==> src/sv/assert_macros.svh <==
// Assertion macros shared by the RTL of the Hijri date converter.
// Needs a clock named clk and a synchronous reset named rst in the including module.
`ifndef ASSERT_MACROS_SVH
`define ASSERT_MACROS_SVH

// Consequent must hold in the same cycle as the antecedent.
`define ASSERT_IMPL(label, ante, cons) \
  label: assert property (@(posedge clk) disable iff (rst) (ante) |-> (cons)) \
    else $error("assertion failed: same-cycle implication");

// Consequent must hold in the cycle after the antecedent.
`define ASSERT_NEXT(label, ante, cons) \
  label: assert property (@(posedge clk) disable iff (rst) (ante) |=> (cons)) \
    else $error("assertion failed: next-cycle implication");

`endif

==> src/sv/hijri_pkg.sv <==
// Constants and helpers for the Hijri date converter.
// No dependencies.
package hijri_pkg;

  localparam int DN_W    = 22;
  localparam int YEAR_W  = 14;
  localparam int DAY_W   = 5;
  localparam int MONTH_W = 4;
  localparam int MD_W    = 19;   // thousandths of a day within one year

  localparam logic [DN_W-1:0] EPOCH_RESET = 22'd1948440;

  // Mean year length in thousandths of a day.
  localparam logic [MD_W-1:0] YEAR_MD        = 19'd354367;
  localparam logic [MD_W-1:0] COMMON_YEAR_MD = 19'd354000;
  localparam logic [9:0]      MILLI          = 10'd1000;

  // floor(2^32 * 1000 / 354367): quotient estimate is exact or one low.
  localparam logic [23:0] YEAR_RECIP  = 24'd12120110;
  // ceil(2^20 / 30): exact floor(y / 30) for y below 2^14.
  localparam logic [15:0] MOD30_RECIP = 16'd34953;
  // ceil(2^25 / 1000): exact floor(x / 1000) for x below 30000.
  localparam logic [15:0] DAY_RECIP   = 16'd33555;

  // First thousandth of each month in the year.
  localparam logic [MD_W-1:0] MONTH_START [12] = '{
    19'd0,      19'd30000,  19'd59000,  19'd89000,
    19'd118000, 19'd148000, 19'd177000, 19'd207000,
    19'd236000, 19'd266000, 19'd295000, 19'd325000
  };

  // Leap test on the position of a year in the 30-year cycle.
  function automatic logic is_leap(input logic [4:0] cyc);
    logic res;
    case (cyc)
      5'd2, 5'd5, 5'd7, 5'd10, 5'd13, 5'd16,
      5'd18, 5'd21, 5'd24, 5'd26, 5'd29: res = 1'b1;
      default: res = 1'b0;
    endcase
    return res;
  endfunction

endpackage

==> src/sv/hijri_date_from_day_number.sv <==
// Hijri date converter: Julian day number in, tabular Islamic date out.
// Depends on hijri_pkg and assert_macros.svh.
`include "assert_macros.svh"

// Converts one Julian day number per clock into a Hijri day, month, year and
// leap flag on the tabular Islamic calendar. The input channel and the result
// channel use valid/stall; while the result side does not stall, an item enters
// in every cycle, so sustained throughput is one item per clock. The depth
// is set by the two multiplier stages of the year division (reciprocal, then
// back-multiply), the correction stage, the mod-30 multiplier for the leap
// test and the day-of-month reciprocal in the output stage. The whole pipeline
// advances as one: a stall on the result side freezes every stage and is
// passed straight back as in_stall, so nothing is lost or repeated. The year
// is floor((jdn - epoch) / 354.367) + 1, kept exactly in thousandths of a
// day, or one more where the fraction past a common year rolls over; a day
// number before the epoch yields status_code 1 with all date fields zero. The
// epoch register resets to 1948440 and may be rewritten through the
// configuration channel (always ready) while the pipeline is empty.
module hijri_date_from_day_number
  import hijri_pkg::*;
(
  input  logic                clk,
  input  logic                rst,
  // configuration
  input  logic                cfg_valid,
  output logic                cfg_ready,
  input  logic [DN_W-1:0]     epoch_day_number,
  // input channel
  input  logic                in_valid,
  output logic                in_stall,
  input  logic [DN_W-1:0]     julian_day_number,
  // result channel
  output logic                out_valid,
  input  logic                out_stall,
  output logic [DAY_W-1:0]    hijri_day,
  output logic [MONTH_W-1:0]  hijri_month,
  output logic [YEAR_W-1:0]   hijri_year,
  output logic                leap_year_flag,
  output logic                status_code
);

  // Global advance: hold every stage while the result waits.
  logic adv;
  assign adv       = !(out_valid && out_stall);
  assign in_stall  = !adv;
  assign cfg_ready = 1'b1;

  // Epoch register.
  logic [DN_W-1:0] epoch;
  always_ff @(posedge clk) begin
    if (rst) begin
      epoch <= EPOCH_RESET;
    end else if (cfg_valid) begin
      epoch <= epoch_day_number;
    end
  end

  // Stage 1: days since epoch, flag dates before it.
  logic [DN_W:0]   s1_diff_next;
  logic            s1_valid, s1_err;
  logic [DN_W-1:0] s1_d;
  assign s1_diff_next = {1'b0, julian_day_number} - {1'b0, epoch};

  always_ff @(posedge clk) begin
    if (rst) begin
      s1_valid <= 1'b0;
    end else if (adv) begin
      s1_valid <= in_valid;
    end
  end
  always_ff @(posedge clk) begin
    if (adv) begin
      s1_err <= s1_diff_next[DN_W];
      s1_d   <= s1_diff_next[DN_W-1:0];
    end
  end

  // Stage 2: quotient estimate by reciprocal, days scaled to thousandths.
  logic [45:0]       s2_prod_next;
  logic [31:0]       s2_dm_next;
  logic              s2_valid, s2_err;
  logic [YEAR_W-1:0] s2_q;
  logic [31:0]       s2_dm;
  assign s2_prod_next = 46'(s1_d) * 46'(YEAR_RECIP);
  assign s2_dm_next   = 32'(s1_d) * 32'(MILLI);

  always_ff @(posedge clk) begin
    if (rst) begin
      s2_valid <= 1'b0;
    end else if (adv) begin
      s2_valid <= s1_valid;
    end
  end
  always_ff @(posedge clk) begin
    if (adv) begin
      s2_err <= s1_err;
      s2_q   <= s2_prod_next[45:32];
      s2_dm  <= s2_dm_next;
    end
  end

  // Stage 3: back-multiply the estimate.
  logic              s3_valid, s3_err;
  logic [YEAR_W-1:0] s3_q;
  logic [31:0]       s3_dm, s3_qm;

  always_ff @(posedge clk) begin
    if (rst) begin
      s3_valid <= 1'b0;
    end else if (adv) begin
      s3_valid <= s2_valid;
    end
  end
  always_ff @(posedge clk) begin
    if (adv) begin
      s3_err <= s2_err;
      s3_q   <= s2_q;
      s3_dm  <= s2_dm;
      s3_qm  <= 32'(s2_q) * 32'(YEAR_MD);
    end
  end

  // Stage 4: remainder and one-step correction of the quotient.
  logic [31:0]       s4_diff_next;
  logic [MD_W:0]     s4_rem0_next;
  logic              s4_fix_next;
  logic              s4_valid, s4_err;
  logic [YEAR_W-1:0] s4_year;
  logic [MD_W-1:0]   s4_rem;
  assign s4_diff_next = s3_dm - s3_qm;
  assign s4_rem0_next = s4_diff_next[MD_W:0];
  assign s4_fix_next  = (s4_rem0_next >= (MD_W+1)'(YEAR_MD));

  always_ff @(posedge clk) begin
    if (rst) begin
      s4_valid <= 1'b0;
    end else if (adv) begin
      s4_valid <= s3_valid;
    end
  end
  always_ff @(posedge clk) begin
    if (adv) begin
      s4_err <= s3_err;
      if (s4_fix_next) begin
        s4_year <= s3_q + YEAR_W'(2);
        s4_rem  <= MD_W'(s4_rem0_next - (MD_W+1)'(YEAR_MD));
      end else begin
        s4_year <= s3_q + YEAR_W'(1);
        s4_rem  <= s4_rem0_next[MD_W-1:0];
      end
    end
  end

  // Stage 5: year times reciprocal of 30 for the cycle position.
  logic              s5_valid, s5_err;
  logic [YEAR_W-1:0] s5_year;
  logic [MD_W-1:0]   s5_rem;
  logic [29:0]       s5_ymul;

  always_ff @(posedge clk) begin
    if (rst) begin
      s5_valid <= 1'b0;
    end else if (adv) begin
      s5_valid <= s4_valid;
    end
  end
  always_ff @(posedge clk) begin
    if (adv) begin
      s5_err  <= s4_err;
      s5_year <= s4_year;
      s5_rem  <= s4_rem;
      s5_ymul <= 30'(s4_year) * 30'(MOD30_RECIP);
    end
  end

  // Stage 6: leap test and month walk as parallel compares.
  logic [8:0]        s6_q30_next;
  logic [YEAR_W-1:0] s6_r14_next;
  logic [4:0]        s6_cyc_next, s6_cyc_nx_next;
  logic [3:0]        s6_idx_next;
  logic [MD_W-1:0]   s6_offs_full_next;
  logic              s6_leap_next, s6_leap_nx_next, s6_ovf_next;
  logic              s6_valid, s6_err, s6_ovf, s6_leap, s6_leap_nx;
  logic [YEAR_W-1:0] s6_year;
  logic [MONTH_W-1:0] s6_month;
  logic [14:0]       s6_offs;

  always_comb begin
    s6_q30_next    = s5_ymul[28:20];
    s6_r14_next    = s5_year - YEAR_W'(s6_q30_next) * YEAR_W'(30);
    s6_cyc_next    = s6_r14_next[4:0];
    s6_cyc_nx_next = (s6_cyc_next == 5'd29) ? 5'd0 : s6_cyc_next + 5'd1;
    s6_leap_next    = is_leap(s6_cyc_next);
    s6_leap_nx_next = is_leap(s6_cyc_nx_next);
    s6_idx_next = 4'd0;
    for (int i = 1; i < 12; i++) begin
      s6_idx_next = s6_idx_next + 4'(s5_rem >= MONTH_START[i]);
    end
    s6_offs_full_next = s5_rem - MONTH_START[s6_idx_next];
    // Common year past day 354: roll into the next year.
    s6_ovf_next = !s6_leap_next && (s5_rem >= COMMON_YEAR_MD);
  end

  always_ff @(posedge clk) begin
    if (rst) begin
      s6_valid <= 1'b0;
    end else if (adv) begin
      s6_valid <= s5_valid;
    end
  end
  always_ff @(posedge clk) begin
    if (adv) begin
      s6_err     <= s5_err;
      s6_ovf     <= s6_ovf_next;
      s6_leap    <= s6_leap_next;
      s6_leap_nx <= s6_leap_nx_next;
      s6_year    <= s5_year;
      s6_month   <= s6_idx_next + MONTH_W'(1);
      s6_offs    <= s6_offs_full_next[14:0];
    end
  end

  // Stage 7: day of month by reciprocal of 1000, output register.
  logic [29:0] s7_dmul_next;
  assign s7_dmul_next = 30'(s6_offs) * 30'(DAY_RECIP);

  always_ff @(posedge clk) begin
    if (rst) begin
      out_valid <= 1'b0;
    end else if (adv) begin
      out_valid <= s6_valid;
    end
  end
  always_ff @(posedge clk) begin
    if (adv) begin
      if (s6_err) begin
        hijri_day      <= '0;
        hijri_month    <= '0;
        hijri_year     <= '0;
        leap_year_flag <= 1'b0;
        status_code    <= 1'b1;
      end else if (s6_ovf) begin
        hijri_day      <= DAY_W'(1);
        hijri_month    <= MONTH_W'(1);
        hijri_year     <= s6_year + YEAR_W'(1);
        leap_year_flag <= s6_leap_nx;
        status_code    <= 1'b0;
      end else begin
        hijri_day      <= s7_dmul_next[29:25] + DAY_W'(1);
        hijri_month    <= s6_month;
        hijri_year     <= s6_year;
        leap_year_flag <= s6_leap;
        status_code    <= 1'b0;
      end
    end
  end

  // Checks
  `ASSERT_IMPL(a_rem_below_year, s4_valid && !s4_err, s4_rem < YEAR_MD)
  `ASSERT_IMPL(a_err_zero, out_valid && status_code,
               hijri_day == '0 && hijri_month == '0 && hijri_year == '0 && !leap_year_flag)
  `ASSERT_IMPL(a_ok_range, out_valid && !status_code,
               hijri_month != '0 && hijri_month <= MONTH_W'(12) &&
               hijri_day != '0 && hijri_day <= DAY_W'(30) && hijri_year != '0)
  `ASSERT_NEXT(a_s6_moves_out, adv && s6_valid, out_valid)

endmodule

==> config.mk <==
export PLATFORM = sky130hd
export DESIGN_NAME = hijri_date_from_day_number
export DESIGN_NICKNAME = d
export VERILOG_FILES = /design/src/sv/hijri_pkg.sv /design/src/sv/hijri_date_from_day_number.sv
export VERILOG_INCLUDE_DIRS = /design/src /design/src/sv
export SDC_FILE = /design/constraint.sdc
export NUM_CORES = 2
export LEC_CHECK = 0
export ABC_AREA = 1
export BUFFER_PORTS_ARGS = -buffer_cell sky130_fd_sc_hd__clkbuf_2
export CORE_MARGIN = 10
export CORE_UTILIZATION = 60
export CTS_CLUSTER_DIAMETER = 50
export DETAILED_ROUTE_END_ITERATION = 8
export GPL_ROUTABILITY_DRIVEN = 0
export PLACE_DENSITY = 0.77
export SLEW_MARGIN = 20
export SYNTH_ARGS = -nofsm -noshare
export SYNTH_HDL_FRONTEND = slang
export SYNTH_SLANG_ARGS = --single-unit
==> constraint.sdc <==
create_clock -name clk -period 18.9 [get_ports clk]
set_clock_uncertainty 0.2 [all_clocks]
set_input_delay 2.835 -clock clk [delete_from_list [all_inputs] [get_ports clk]]
set_output_delay 2.835 -clock clk [all_outputs]
set_load 0.02 [all_outputs]
==> impl_metrics.yaml <==
clock_network:
  cts_buffers: 39
  htree_num_levels: 2
  clock_latency_ns: 0.56
  path_clk_slew_ns: 0.06
  clock-root-buffer: "clkbuf_16"
  cts_tree: "done"
  cts_hold_buffers: 0
  cts_sinks: 269
  ctsResizeCount: 0
  cts_setup_buffers: 0
  clockBufferDepth: 3
setup_path:
  r2r_slack_ns: 11.95
  reg2reg_to: "s6_offs[12]"
  cpMostUsedCell: "o21ai_0"
  cp.depth: 27
  path_max_fanout: 10
  crit_buf_inv: 3
  cp_slowest_cell: "fa_1"
  worst-setup-path-type: "reg2reg"
  r2r-start: "s5_rem[7]"
  reg2reg_depth: 27
  path_delay_family: "adder cells"
  cp-end-kind: "register"
  cpPeakStageDelay_ns: 0.63
  crit_required_ns: 19.01
  critPathArrivalTime_ns: 7.05
  start_kind: "register"
routing:
  postRouteAntennaNets: 0
  first_pass_iters: 5
  drt_wl_total_um: 69900
  num_vias: 23573
  vias_per_cell: 5.41
  wl_per_cell_um: 16.1
  drc: 0
  drt_iter0_drc: 1483
layout:
  n_antenna_cell: 0
  drive_above_1_share: 0.0526
  area_growth_pct: 7.49
  final_core_util: 0.652
  final_nets: 4553
  layout_common_cells: "inv_1 (797), ha_1 (566), nand2_1 (530), fa_1 (297), edfxtp_1 (240)"
  mostFrequentLayoutCell: "inv_1"
  fill_cells: 4234
logic_synthesis:
  ys_seq_elements: 269
  syn_inst: 3542
  synth_edf_count: 240
  yosys.cell_types.count: 57
  synth_area_leaders: "edfxtp_1 (23%), ha_1 (22%), fa_1 (19%)"
  synth_area_mm2: 0.0319
  syn_nets: 4454
  yosysSeqAreaShare: 0.244
  yosysTopAreaCellShare: 0.226
  ys_warn_count: 0
  yosysTopAreaCell: "edfxtp_1"
  async_reset_ff_frac: 0
  yosys_most_used_dff: "edfxtp_1"
  avgSynthCellArea_um2: 9.01
sta:
  min_period_ns: 6.95
  relSlewSlack: 0.373
  slew_violations: 0
  fin_crit_sh: 0.368
  holdWs_ns: 0.214
  worst_pin_slew_ns: 0.940
  tns_ns: 0
  rsz0062_at_grt: "false"
  hold_violations: 0
  fmax_ghz: 0.144
  final-setup-viol-count: 0
flow_run:
  cap_violations: 0
worst_hold_path:
  min_to: "s6_year[10]"
  min_path_type: "reg2reg"
  hp-start: "s5_year[10]"
  whs_path_depth: 0
grt:
  grt_pass1_vias: 23794
  grt_overflow: 0
  grt_pass1_wl_um: 117000
  antenna_found_initial: 0
  grt_use_total: 0.225
  grt_max_degree: 76
floorplanning:
  die-height_um: 251
  num_io_pins: 77
  die_area_mm2: 0.0628
  coreArea_mm2: 0.0527
  start_util: 0.606
  die_x_um: 251
  num_rows: 84
placement:
  dp_hpwl_um: 58200
  portBuffers: 75
status:
  status: "finished, final reports clean"
[stage by stage]
| step | worst slack, ns | instance area [um^2] | std cells |
|---|---|---|---|
| 2_1_floorplan | 5.75 | 31900 | 3542 |
| 3_3_place_gp | 12.02 | 33100 | 4288 |
| 3_5_place_dp | 12.01 | 33100 | 4288 |
| 4_1_cts | 12.01 | 34300 | 4357 |
| 5_1_grt | 11.29 | 34300 | 4357 |
| 6_report | 11.95 | 34300 | 4357 |
[how the worst max path moves through the flow]
stage                from          end  slack [ns]
2_1_floorplan   out_stall     in_stall        5.75
3_3_place_gp    out_stall     in_stall       12.02
3_5_place_dp    out_stall     in_stall       12.01
4_1_cts         s5_rem[7]  s6_offs[12]       12.01
5_1_grt        s5_rem[12]  s6_offs[13]       11.29
6_report        s5_rem[7]  s6_offs[12]       11.95
[metal layers]
layer  track usage  share of wire  vias up
li1              -              -    11658
met1         0.288           0.43    11149
met2         0.384           0.48      632
met3        0.0330          0.055      134
met4        0.0719          0.031        0
met5             0              0        -
[cell usage after synthesis, types with 29 or more instances]
cell type / count
edfxtp_1: 240
nand2_1: 531
a21oi_1: 199
inv_1: 797
nand3_1: 126
o21ai_0: 154
nor2_1: 210
nand4_1: 33
dfxtp_1: 29
fa_1: 297
ha_1: 566
xor2_1: 104
xnor2_1: 44
[logic make-up after synthesis]
kind of cell | count (synthesis) | synth area share
and+or+nand+nor | 983 | 0.131
AOI/OAI and AO/OA | 449 | 0.0776
DFF | 269 | 0.244
adders and majority gates | 863 | 0.408
other | 1 | 0.000117
xor gates and xnor gates | 148 | 0.0406
buffers and inverters | 829 | 0.0989
[state kept, by name, indices dropped and copies added (netlist names), 4 cells and up]
signal       cells
s3_qm           19
hijri_month      4
s6_year         14
s2_dm           17
s3_q            14
s4_year         14
s3_dm           17
hijri_year      14
s4_rem          19
s6_month         4
s5_rem          19
epoch           22
s5_year         14
s2_q            14
s5_ymul          4
s1_d            22
s6_offs         15
hijri_day        5
[layout make-up]
| cell class | instances | area (um^2) | area share |
|---|---|---|---|
| multi-input combinational | 2444 | 21000 | 0.612 |
| sequential | 269 | 7790 | 0.227 |
| inverter | 809 | 3040 | 0.0885 |
| clock buffer | 45 | 1020 | 0.0297 |
| tap | 688 | 861 | 0.0251 |
| timing repair buffer | 78 | 398 | 0.0116 |
| clock inverter | 24 | 226 | 0.00660 |
Power is not shown: default switching activity piles up to over one toggle a cycle in this logic, so the estimate is an artifact.
